### src/rtl/pisc_pkg.sv
// ---------------------------------------------------------------------------
// pisc_pkg
// Widths, limits, register indexes and sequencer codes of the PI controller.
// ---------------------------------------------------------------------------
package pisc_pkg;

  // Field widths
  localparam int TGT_W    = 14;
  localparam int GAIN_W   = 8;
  localparam int PER_W    = 16;
  localparam int SPD_W    = 15;
  localparam int ERR_W    = 16;
  localparam int INT_W    = 12;
  localparam int DUTY_W   = 7;
  localparam int CMP_W    = 16;
  localparam int CFG_AW   = 2;
  localparam int CFG_DW   = 16;
  localparam int ACC_W    = 26;
  localparam int PROD_W   = DUTY_W + PER_W;
  localparam int CNT_W    = 4;
  localparam int STATE_W  = 3;

  // Limits
  localparam logic [INT_W-1:0]  INTEGRAL_LIMIT = 12'd3200;
  localparam int                OUTPUT_SHIFT   = 5;
  localparam logic [DUTY_W-1:0] DUTY_MAX       = 7'd100;

  // Register indexes
  localparam logic [CFG_AW-1:0] REG_TARGET = 2'd0;
  localparam logic [CFG_AW-1:0] REG_PGAIN  = 2'd1;
  localparam logic [CFG_AW-1:0] REG_IGAIN  = 2'd2;
  localparam logic [CFG_AW-1:0] REG_PERIOD = 2'd3;

  // Reset values
  localparam logic [TGT_W-1:0]  TGT_RST    = 14'd0;
  localparam logic [GAIN_W-1:0] GAIN_RST   = 8'd1;
  localparam logic [PER_W-1:0]  PER_RST    = 16'd50;

  // Sequencer states
  localparam logic [STATE_W-1:0] ST_IDLE  = 3'd0;
  localparam logic [STATE_W-1:0] ST_PI    = 3'd1;
  localparam logic [STATE_W-1:0] ST_DUTY  = 3'd2;
  localparam logic [STATE_W-1:0] ST_SCALE = 3'd3;
  localparam logic [STATE_W-1:0] ST_DIV   = 3'd4;
  localparam logic [STATE_W-1:0] ST_HOLD  = 3'd5;

  // Last step of each serial phase
  localparam logic [CNT_W-1:0] PI_LAST    = 4'(GAIN_W - 1);
  localparam logic [CNT_W-1:0] SCALE_LAST = 4'(DUTY_W - 1);
  localparam logic [CNT_W-1:0] DIV_LAST   = 4'(CMP_W - 1);

endpackage

### src/rtl/pi_speed_controller.sv
// ---------------------------------------------------------------------------
// pi_speed_controller
// PI speed regulator with integral clamp and PWM compare scaling.
// ---------------------------------------------------------------------------
// Usage:
//   Configuration is a plain write port (cfg_we, cfg_addr, cfg_wdata):
//   0 target speed, 1 proportional gain, 2 integral gain, 3 PWM period.
//   Write it only while the block is idle.
//   The input channel (in_valid/in_ready) carries one measured speed per
//   sample tick. The result channel (out_valid/out_ready) returns duty,
//   compare value, speed error and the updated integral for each sample.
// Processing sequence:
//   After the input transaction the block runs shift-add for the two gain
//   products (one gain bit per cycle), the duty clamp, shift-add for
//   duty*period and restoring division by 100 (one quotient bit per
//   cycle), then loads the output register, which raises out_valid.
//   A new sample is taken only after the previous result is loaded.
// Reset and stall:
//   Synchronous reset clears the integral and restores the register
//   defaults. A stalled result waits in the output register; the next
//   sample is accepted and worked on, and waits for the slot to free.
// ---------------------------------------------------------------------------
module pi_speed_controller (
  input  logic                                   clk,
  input  logic                                   rst_n,
  input  logic                                   cfg_we,
  input  logic [pisc_pkg::CFG_AW-1:0]            cfg_addr,
  input  logic [pisc_pkg::CFG_DW-1:0]            cfg_wdata,
  input  logic                                   in_valid,
  output logic                                   in_ready,
  input  logic signed [pisc_pkg::SPD_W-1:0]      in_measured_speed,
  output logic                                   out_valid,
  input  logic                                   out_ready,
  output logic [pisc_pkg::DUTY_W-1:0]            out_duty_percent,
  output logic [pisc_pkg::CMP_W-1:0]             out_compare_value,
  output logic signed [pisc_pkg::ERR_W-1:0]      out_speed_error,
  output logic [pisc_pkg::INT_W-1:0]             out_integral_value
);

  // Configuration
  logic [pisc_pkg::TGT_W-1:0]   target_r;
  logic [pisc_pkg::GAIN_W-1:0]  pgain_r;
  logic [pisc_pkg::GAIN_W-1:0]  igain_r;
  logic [pisc_pkg::PER_W-1:0]   period_r;

  // Control
  logic [pisc_pkg::STATE_W-1:0] state_r;
  logic [pisc_pkg::STATE_W-1:0] state_nxt;
  logic [pisc_pkg::CNT_W-1:0]   cnt_r;
  logic                         out_valid_r;

  // Datapath
  logic [pisc_pkg::INT_W-1:0]   error_sum_r;
  logic [pisc_pkg::ERR_W-1:0]   err_r;
  logic [pisc_pkg::ACC_W-1:0]   acc_r;
  logic [pisc_pkg::ACC_W-1:0]   mc_err_r;
  logic [pisc_pkg::ACC_W-1:0]   mc_int_r;
  logic [pisc_pkg::GAIN_W-1:0]  pg_sh_r;
  logic [pisc_pkg::GAIN_W-1:0]  ig_sh_r;
  logic [pisc_pkg::DUTY_W-1:0]  duty_r;
  logic [pisc_pkg::DUTY_W-1:0]  dsh_r;
  logic [pisc_pkg::PROD_W-1:0]  mc_per_r;
  logic [pisc_pkg::PROD_W-1:0]  prod_r;

  // Output register
  logic [pisc_pkg::DUTY_W-1:0]  o_duty_r;
  logic [pisc_pkg::CMP_W-1:0]   o_cmp_r;
  logic [pisc_pkg::ERR_W-1:0]   o_err_r;
  logic [pisc_pkg::INT_W-1:0]   o_int_r;

  logic                         in_fire;
  logic                         out_load;
  logic [pisc_pkg::ERR_W-1:0]   err_calc;
  logic [pisc_pkg::INT_W+4:0]   isum;
  logic [pisc_pkg::INT_W-1:0]   integ_new;
  logic [pisc_pkg::ACC_W-1:0]   acc_step;
  logic [pisc_pkg::ACC_W-1:0]   acc_shr;
  logic [pisc_pkg::DUTY_W-1:0]  duty_calc;
  logic [pisc_pkg::DUTY_W:0]    div_trial;
  logic                         div_bit;
  logic [pisc_pkg::DUTY_W-1:0]  div_rem;

  assign in_ready  = (state_r == pisc_pkg::ST_IDLE);
  assign in_fire   = in_valid && in_ready;
  assign out_load  = (state_r == pisc_pkg::ST_HOLD) && (!out_valid_r || out_ready);

  // Error and clamped integral, both narrow adds at the transaction
  assign err_calc = {target_r[pisc_pkg::TGT_W-1], target_r, 1'b0}
                  - {in_measured_speed[pisc_pkg::SPD_W-1], in_measured_speed};
  assign isum     = {5'b0, error_sum_r} + {err_calc[pisc_pkg::ERR_W-1], err_calc};

  always_comb begin
    if (isum[pisc_pkg::INT_W+4]) begin
      integ_new = '0;
    end else if (isum > {5'b0, pisc_pkg::INTEGRAL_LIMIT}) begin
      integ_new = pisc_pkg::INTEGRAL_LIMIT;
    end else begin
      integ_new = isum[pisc_pkg::INT_W-1:0];
    end
  end

  // One gain bit of each product per cycle
  assign acc_step = acc_r + (pg_sh_r[0] ? mc_err_r : '0) + (ig_sh_r[0] ? mc_int_r : '0);

  assign acc_shr = $unsigned($signed(acc_r) >>> pisc_pkg::OUTPUT_SHIFT);

  always_comb begin
    if (acc_r[pisc_pkg::ACC_W-1]) begin
      duty_calc = '0;
    end else if (acc_shr > {{(pisc_pkg::ACC_W-pisc_pkg::DUTY_W){1'b0}}, pisc_pkg::DUTY_MAX}) begin
      duty_calc = pisc_pkg::DUTY_MAX;
    end else begin
      duty_calc = acc_shr[pisc_pkg::DUTY_W-1:0];
    end
  end

  // Restoring division: remainder sits above the quotient in prod_r
  assign div_trial = {prod_r[pisc_pkg::PROD_W-1:pisc_pkg::CMP_W], prod_r[pisc_pkg::CMP_W-1]};
  assign div_bit   = (div_trial >= {1'b0, pisc_pkg::DUTY_MAX});
  assign div_rem   = div_bit ? pisc_pkg::DUTY_W'(div_trial - {1'b0, pisc_pkg::DUTY_MAX})
                             : div_trial[pisc_pkg::DUTY_W-1:0];

  always_comb begin
    state_nxt = state_r;
    unique case (state_r)
      pisc_pkg::ST_IDLE: begin
        if (in_valid) state_nxt = pisc_pkg::ST_PI;
      end
      pisc_pkg::ST_PI: begin
        if (cnt_r == pisc_pkg::PI_LAST) state_nxt = pisc_pkg::ST_DUTY;
      end
      pisc_pkg::ST_DUTY: begin
        state_nxt = pisc_pkg::ST_SCALE;
      end
      pisc_pkg::ST_SCALE: begin
        if (cnt_r == pisc_pkg::SCALE_LAST) state_nxt = pisc_pkg::ST_DIV;
      end
      pisc_pkg::ST_DIV: begin
        if (cnt_r == pisc_pkg::DIV_LAST) state_nxt = pisc_pkg::ST_HOLD;
      end
      pisc_pkg::ST_HOLD: begin
        if (out_load) state_nxt = pisc_pkg::ST_IDLE;
      end
      default: begin
        state_nxt = pisc_pkg::ST_IDLE;
      end
    endcase
  end

  // Control and state registers
  always_ff @(posedge clk) begin
    if (!rst_n) begin
      state_r     <= pisc_pkg::ST_IDLE;
      cnt_r       <= '0;
      out_valid_r <= 1'b0;
      error_sum_r <= '0;
      target_r    <= pisc_pkg::TGT_RST;
      pgain_r     <= pisc_pkg::GAIN_RST;
      igain_r     <= pisc_pkg::GAIN_RST;
      period_r    <= pisc_pkg::PER_RST;
    end else begin
      state_r <= state_nxt;
      if (state_nxt != state_r) begin
        cnt_r <= '0;
      end else if (state_r != pisc_pkg::ST_IDLE && state_r != pisc_pkg::ST_HOLD) begin
        cnt_r <= cnt_r + 1'b1;
      end
      if (out_load) begin
        out_valid_r <= 1'b1;
      end else if (out_ready) begin
        out_valid_r <= 1'b0;
      end
      if (in_fire) error_sum_r <= integ_new;
      if (cfg_we) begin
        unique case (cfg_addr)
          pisc_pkg::REG_TARGET: target_r <= cfg_wdata[pisc_pkg::TGT_W-1:0];
          pisc_pkg::REG_PGAIN:  pgain_r  <= cfg_wdata[pisc_pkg::GAIN_W-1:0];
          pisc_pkg::REG_IGAIN:  igain_r  <= cfg_wdata[pisc_pkg::GAIN_W-1:0];
          pisc_pkg::REG_PERIOD: period_r <= cfg_wdata[pisc_pkg::PER_W-1:0];
        endcase
      end
    end
  end

  // Serial datapath
  always_ff @(posedge clk) begin
    case (state_r)
      pisc_pkg::ST_IDLE: begin
        if (in_valid) begin
          err_r    <= err_calc;
          acc_r    <= '0;
          mc_err_r <= {{(pisc_pkg::ACC_W-pisc_pkg::ERR_W){err_calc[pisc_pkg::ERR_W-1]}},
                       err_calc};
          mc_int_r <= {{(pisc_pkg::ACC_W-pisc_pkg::INT_W){1'b0}}, integ_new};
          pg_sh_r  <= pgain_r;
          ig_sh_r  <= igain_r;
        end
      end
      pisc_pkg::ST_PI: begin
        acc_r    <= acc_step;
        mc_err_r <= {mc_err_r[pisc_pkg::ACC_W-2:0], 1'b0};
        mc_int_r <= {mc_int_r[pisc_pkg::ACC_W-2:0], 1'b0};
        pg_sh_r  <= {1'b0, pg_sh_r[pisc_pkg::GAIN_W-1:1]};
        ig_sh_r  <= {1'b0, ig_sh_r[pisc_pkg::GAIN_W-1:1]};
      end
      pisc_pkg::ST_DUTY: begin
        duty_r   <= duty_calc;
        dsh_r    <= duty_calc;
        mc_per_r <= {{pisc_pkg::DUTY_W{1'b0}}, period_r};
        prod_r   <= '0;
      end
      pisc_pkg::ST_SCALE: begin
        prod_r   <= prod_r + (dsh_r[0] ? mc_per_r : '0);
        mc_per_r <= {mc_per_r[pisc_pkg::PROD_W-2:0], 1'b0};
        dsh_r    <= {1'b0, dsh_r[pisc_pkg::DUTY_W-1:1]};
      end
      pisc_pkg::ST_DIV: begin
        prod_r <= {div_rem, prod_r[pisc_pkg::CMP_W-2:0], div_bit};
      end
      default: begin
      end
    endcase
    if (out_load) begin
      o_duty_r <= duty_r;
      o_cmp_r  <= prod_r[pisc_pkg::CMP_W-1:0];
      o_err_r  <= err_r;
      o_int_r  <= error_sum_r;
    end
  end

  assign out_valid          = out_valid_r;
  assign out_duty_percent   = o_duty_r;
  assign out_compare_value  = o_cmp_r;
  assign out_speed_error    = $signed(o_err_r);
  assign out_integral_value = o_int_r;

endmodule

### config.mk
export PLATFORM = sky130hd
export DESIGN_NAME = pi_speed_controller
export DESIGN_NICKNAME = d
export VERILOG_FILES = /design/src/rtl/pisc_pkg.sv /design/src/rtl/pi_speed_controller.sv
export SDC_FILE = /design/constraint.sdc
export NUM_CORES = 1
export LEC_CHECK = 0
export ABC_CLOCK_PERIOD_IN_PS = 7500
export BUFFER_PORTS_ARGS = -buffer_cell sky130_fd_sc_hd__buf_2
export CORE_AREA = 2 2 170 172
export CTS_BUF_LIST = sky130_fd_sc_hd__clkbuf_8
export DETAILED_ROUTE_END_ITERATION = 12
export DIE_AREA = 0 0 172 174
export PLACE_DENSITY = 0.74
export SYNTH_ARGS = -nofsm -noshare
export SYNTH_HDL_FRONTEND = slang
export SYNTH_SLANG_ARGS = --single-unit
### constraint.sdc
create_clock -name clk -period 7.5 [get_ports clk]
set_clock_uncertainty 0.15 [all_clocks]
set_input_delay 0.75 -clock clk [delete_from_list [all_inputs] [get_ports clk]]
set_output_delay 0.75 -clock clk [all_outputs]
set_load 0.01 [all_outputs]
### Word-level counts from Yosys, hierarchy flattened

Index checks and enable logic that the tools add are counted.
Widths: inputs -> output; s select.

* bits in registers: 287
* word-level logic and storage cells: 95
* input bits: 38
* output and inout bits: 53

* mux-type cells: 29
* eq/ne operators: 14
* magnitude comparators: 3
* reductions and logical operators: 19
* bitwise operators: 1
* add/subtract/negate cells: 7

Operators with widths (number)
* $pmux 26 s2: 3
* $mux 26: 5
* $pmux 23 s3: 1
* $add 26x26->26: 2
* $pmux 23 s2: 1
* $pmux 8 s2: 2
* $gt 26x7->1 const B: 1
* $mux 12: 2
* $add 23x23->23: 1
* $mux 23: 1
* $mux 7: 3
* $pmux 3 s6: 1
* $add 13x16->17: 1
* $gt 17x12->1 const B: 1
* $mux 8: 2
* $sub 15x15->16: 1
* $mux 3: 5
* $pmux 7 s2: 1
* $reduce_and 2->1: 6
* $eq 4x3->1 const B: 2
* $ge 8x7->1 const B: 1
* $sub 7x7->7 const B: 1
* $eq 3x2->1 const B: 2
* $eq 3x3->1 const B: 2
* other kinds (18): 25

### Longest topological paths before layout

* depth after elaboration: 7
* depth in mapped cells: 17
* gate-level depth less buffers: 16

### Least setup slack after synthesis

OpenSTA, ideal clock, no wires.

* path type: input to register
* start point: input port in_measured_speed[2] in the netlist's numbering
* end point: register mc_int_r[2] in the netlist's numbering (data pin)
* stages on the path: 16
* library setup time: 0.262 ns
* path buffers: 1
* data arrival time: 4.037 ns
* path slack: 3.051 ns
* required time: 7.088 ns
* path through: inv_1 > ha_1 > nor2b_1 > o31a_1 > o21a_1 > nor2_1 > xnor2_1 > ha_1 > or4_1 > o21ai_1 > o21ai_0 > o21ai_0 > a211oi_2 > a32oi_2 > buf_2 > o21ai_0

* cells in the longest elaborated chain, start to end: 7

RTL lines
* start: declaration: RTL line pi_speed_controller.sv:31 `input logic signed [pisc_pkg::SPD_W-1:0] in_measured_speed,`
* $sub 15x15->16 *: RTL line pi_speed_controller.sv:89 `- {in_measured_speed[pisc_pkg::SPD_W-1], in_measured_speed};`
* net err_calc (one bit): RTL line pi_speed_controller.sv:73 `logic [pisc_pkg::ERR_W-1:0] err_calc;`
* $add 13x16->17 *: RTL line pi_speed_controller.sv:90 `assign isum = {5'b0, error_sum_r} + {err_calc[pisc_pkg::ERR_W-1], err_calc};`
* $gt 17x12->1: RTL line pi_speed_controller.sv:95 `end else if (isum > {5'b0, pisc_pkg::INTEGRAL_LIMIT}) begin`
* $mux 12: RTL line pi_speed_controller.sv:95
* $mux 12 *: RTL line pi_speed_controller.sv:93 `if (isum[pisc_pkg::INT_W+4]) begin`
* $mux 26 *: RTL line pi_speed_controller.sv:189 `if (in_valid) begin`
* $pmux 26 s2 *: RTL line pi_speed_controller.sv:187 `case (state_r)`
* end signal: assignment: RTL line pi_speed_controller.sv:194 `mc_int_r <= {{(pisc_pkg::ACC_W-pisc_pkg::INT_W){1'b0}}, integ_new};`
* end signal: assignment: RTL line pi_speed_controller.sv:202 `mc_int_r <= {mc_int_r[pisc_pkg::ACC_W-2:0], 1'b0};`
* end: declaration: RTL line pi_speed_controller.sv:57 `logic [pisc_pkg::ACC_W-1:0] mc_int_r;`

Mark *: on every way through the listed nets, which the timed path passes. The rest lies on a longest branch. The select of a mux whose other input is x is not followed.
A chain may end at the register's enable or synchronous reset.

### Final worst setup path

* start point: register target_r[0] in the netlist's numbering
* end point: register mc_int_r[5] in the netlist's numbering (data pin)

* cells in the longest elaborated chain, start to end: 7

RTL lines
* start: declaration: RTL line pi_speed_controller.sv:41 `logic [pisc_pkg::TGT_W-1:0] target_r;`
* start signal: assignment: RTL line pi_speed_controller.sv:157 `target_r <= pisc_pkg::TGT_RST;`
* start signal: assignment: RTL line pi_speed_controller.sv:176 `pisc_pkg::REG_TARGET: target_r <= cfg_wdata[pisc_pkg::TGT_W-1:0];`
* $sub 15x15->16 *: RTL line pi_speed_controller.sv:89
* net err_calc (one bit): RTL line pi_speed_controller.sv:73
* $add 13x16->17 *: RTL line pi_speed_controller.sv:90
* $gt 17x12->1: RTL line pi_speed_controller.sv:95
* $mux 12: RTL line pi_speed_controller.sv:95
* $mux 12 *: RTL line pi_speed_controller.sv:93
* $mux 26 *: RTL line pi_speed_controller.sv:189
* $pmux 26 s2 *: RTL line pi_speed_controller.sv:187

Marks and branches as above.

==> results_dict.tcl <==
set metrics [dict create \
    status "finished clean" \
    worstPathMaxFanout 18 \
    routed_wire_length_per_instance_um 17.3 \
    syn-cell-area_um2 15500 \
    routed-via-count 11200 \
    postSynth.topFlopCell "sky130_fd_sc_hd__edfxtp_1" \
    syn_area_per_cell_um2 10.5 \
    drtAntennaViolNets 0 \
    core-area_um2 28200 \
    cts_inserted_buffers 47 \
    clock_path_buffers 3 \
    drive_gt1_frac 0.118 \
    count_of_different_cell_masters_after_synthesis 68 \
    cts_resized 0 \
    worst_skew_pair.late_latency_ps 560 \
    synth_nets 1618 \
    max-cap-violations 0 \
    post_detailed_route_drc_marker_count 0 \
    synth_seq_area_share 0.514 \
    detail_route.iter0.violations 763 \
    synth_edf_count 221 \
    setup-violations-final 0 \
    ir_drop_mv 0.150 \
    hold_violations 0 \
    worstSetupPathType "reg -> reg" \
    dpl.hpwl_mm 24.2 \
    synth_largest_type_area_fraction 0.429 \
    rsz0062_at_grt "false" \
    time_the_worst_path_needs_with_i_o_delays_and_setup_ps 4830 \
    totalNegativeSetupSlack_ps 0 \
    commonest_cells_in_the_synthesized_netlist "sky130_fd_sc_hd__nand2_1, sky130_fd_sc_hd__edfxtp_1, sky130_fd_sc_hd__and2_1" \
    timing.fmax_ghz 0.207 \
    antenna_cells 0 \
    worst_setup_path_end_kind "flip-flop" \
    syn2layout_area_growth_pct 11.3 \
    max_slew_margin 0.228 \
    cp-start-kind "flip-flop" \
    tritoncts_num_sinks 287 \
    critical_path_required_ps 7630 \
    cts_post_setup_buffers_inserted 0 \
    worstPathArrival_ps 4960 \
    htree_num_levels 2 \
    library_cell_with_the_largest_summed_area_after_synthesis "sky130_fd_sc_hd__edfxtp_1" \
    drt-pass1-iter-count 6 \
    synthCells 1474 \
    antenna_found_initial 0 \
    grt_max_degree 68 \
    timing_max_transition_violations_final 0 \
    viasPerCell 5.64 \
    start_util 0.548 \
    cts_hold_buffers 0 \
    grt_usage 0.234 \
    timing.hold.worst.class "reg -> reg" \
    postSynthRegisterBits 287 \
    routed_wl_mm 34.4 \
    pwr_cell_area_nw_per_um2 244 \
    synth.most_common_cell "sky130_fd_sc_hd__nand2_1" \
    tritoncts_clock_tree "done" \
    final_util 0.610 \
    layout_worst_path_cycle_share 0.645 \
    layout.nets 1712 \
    worst-slew-pin-transition_ps 1160 \
    cts.clk_slew.worst_paths_ps 60 \
    design.die.area_um2 29900 \
    port_buffers 90 \
    fill_cells 2368 \
    gp_congestion 0.864 \
    grt.overflow.total 0 \
    floorplan.die.height_um 174 \
    grt_pass1_vias 11100 \
    grt_pass1_wl_mm 56.0 \
    std_cell_rows 62 \
    chipWidth_um 172 \
    netlist_top_cells_area "sky130_fd_sc_hd__edfxtp_1, sky130_fd_sc_hd__dfxtp_1, sky130_fd_sc_hd__nand2_1" \
    floorplan.io_pins 91 \
    cts_root_buffer "sky130_fd_sc_hd__clkbuf_8" \
    synth_warnings 0 \
    synthArstFlopShare 0 \
    power.static_leakage_nw 6.99 \
]
-- worst paths after layout --
| kind | startpoint | end | slack, ps | cells past startpoint |
|---|---|---|---|---|
| worst min register to register | duty_r[5]$_DFFE_PP_ | out_duty_percent[5]$_DFFE_PP_ | 250 | 0 |
| worst max-delay path | target_r[0]$_SDFFE_PN0P_ | mc_int_r[5]$_DFFE_PP_ | 2670 | 15 |
| worst min-delay path | duty_r[5]$_DFFE_PP_ | out_duty_percent[5]$_DFFE_PP_ | 250 | 0 |
| worst max register to register | target_r[0]$_SDFFE_PN0P_ | mc_int_r[5]$_DFFE_PP_ | 2670 | 15 |
-- metrics by stage --
stage	area [um2]	setup slack, ps	total power [mW]	cells	hold slack, ps
after floorplan	15500	3050	2.64	1474	250
after detailed placement	16300	2290	2.87	1903	255
after CTS	17200	2700	4.23	1988	259
final	17200	2670	4.21	1988	247
after global placement	16300	2500	2.84	1903	254
after global routing	17200	2170	4.43	1988	269
-- per-layer routing --
metal,global-route usage,up-vias,wire (um),share of wire
met4,0.0721,0,974,0.028
met1,0.323,5349,15600,0.45
li1,-,5471,-,-
met3,0.0332,89,1740,0.051
met5,0,-,0,0
met2,0.384,305,16100,0.47
-- registers in the layout, indices dropped and copies added (netlist names), 16 cells and up --
register,flops
mc_err_r,26
prod_r,23
mc_per_r,23
err_r,16
out_speed_error,16
out_compare_value,16
acc_r,26
mc_int_r,26
period_r,16
-- critical path: stages (launching register included) --
cell and delay, ps:
sky130_fd_sc_hd__dfxtp_1 390, sky130_fd_sc_hd__inv_1 80, sky130_fd_sc_hd__fa_1 450, sky130_fd_sc_hd__nor2b_1 200, sky130_fd_sc_hd__o31a_1 280, sky130_fd_sc_hd__o21a_1 140, sky130_fd_sc_hd__nor2_1 40, sky130_fd_sc_hd__xnor2_1 170
sky130_fd_sc_hd__ha_1 260, sky130_fd_sc_hd__or4_1 590, sky130_fd_sc_hd__o21ai_1 260, sky130_fd_sc_hd__o21ai_0 200, sky130_fd_sc_hd__o21ai_0 310, sky130_fd_sc_hd__a211oi_2 100, sky130_fd_sc_hd__a32oi_2 740, sky130_fd_sc_hd__o21ai_0 200
-- where the power goes --
group,leakage (nW),switching (mW),internal [mW]
registers,2.62,0.0758,1.85
clock network,0.561,0.617,0.745
logic,3.80,0.539,0.379
total,6.99,1.23,2.97
-- layout make-up --
| class | instances | area (um2) | share of cell area |
|---|---|---|---|
| Sequential cell | 287 | 7960 | 0.462 |
| Multi-Input combinational cell | 1087 | 7160 | 0.415 |
| Clock buffer | 56 | 771 | 0.0447 |
| Timing Repair Buffer | 99 | 518 | 0.0301 |
| Tap cell | 384 | 480 | 0.0279 |
| Clock inverter | 29 | 173 | 0.0100 |
| Inverter | 46 | 173 | 0.0100 |
-- cells by family (layout without fill, tap and decap cells) --
group           Yosys count  count (layout)  share of synthesized area
compound gates          320             320                      0.142
xor+xnor                 40              40                     0.0226
fa+ha+maj               106             106                     0.0997
buf+inv                 100             230                     0.0249
flops                   287             287                      0.514
mux                      17              17                     0.0114
simple gates            604             604                      0.185
-- cell usage in the layout, fill, tap and decap left out, types with 8 or more instances in the layout --
cell type and count:
sky130_fd_sc_hd__and3_1 17, sky130_fd_sc_hd__nor2b_1 25, sky130_fd_sc_hd__nand3_1 33, sky130_fd_sc_hd__a31oi_1 9
sky130_fd_sc_hd__mux2i_1 12, sky130_fd_sc_hd__nor2_1 88, sky130_fd_sc_hd__nor3b_1 10, sky130_fd_sc_hd__xor2_1 15
sky130_fd_sc_hd__a211oi_1 23, sky130_fd_sc_hd__nor3_1 24, sky130_fd_sc_hd__a21o_1 30, sky130_fd_sc_hd__o21a_1 26
sky130_fd_sc_hd__buf_4 9, sky130_fd_sc_hd__dfxtp_1 66, sky130_fd_sc_hd__xnor2_1 25, sky130_fd_sc_hd__a21oi_1 47
sky130_fd_sc_hd__a21boi_0 38, sky130_fd_sc_hd__or3_1 12, sky130_fd_sc_hd__fa_1 29, sky130_fd_sc_hd__inv_1 66
sky130_fd_sc_hd__nand2b_1 8, sky130_fd_sc_hd__clkbuf_8 56, sky130_fd_sc_hd__and2_1 100, sky130_fd_sc_hd__edfxtp_1 221
sky130_fd_sc_hd__nand2_1 260, sky130_fd_sc_hd__ha_1 77, sky130_fd_sc_hd__o21ai_1 14, sky130_fd_sc_hd__o21ai_0 58
sky130_fd_sc_hd__buf_2 90
Note: power is estimated with default switching activity, not from simulation.
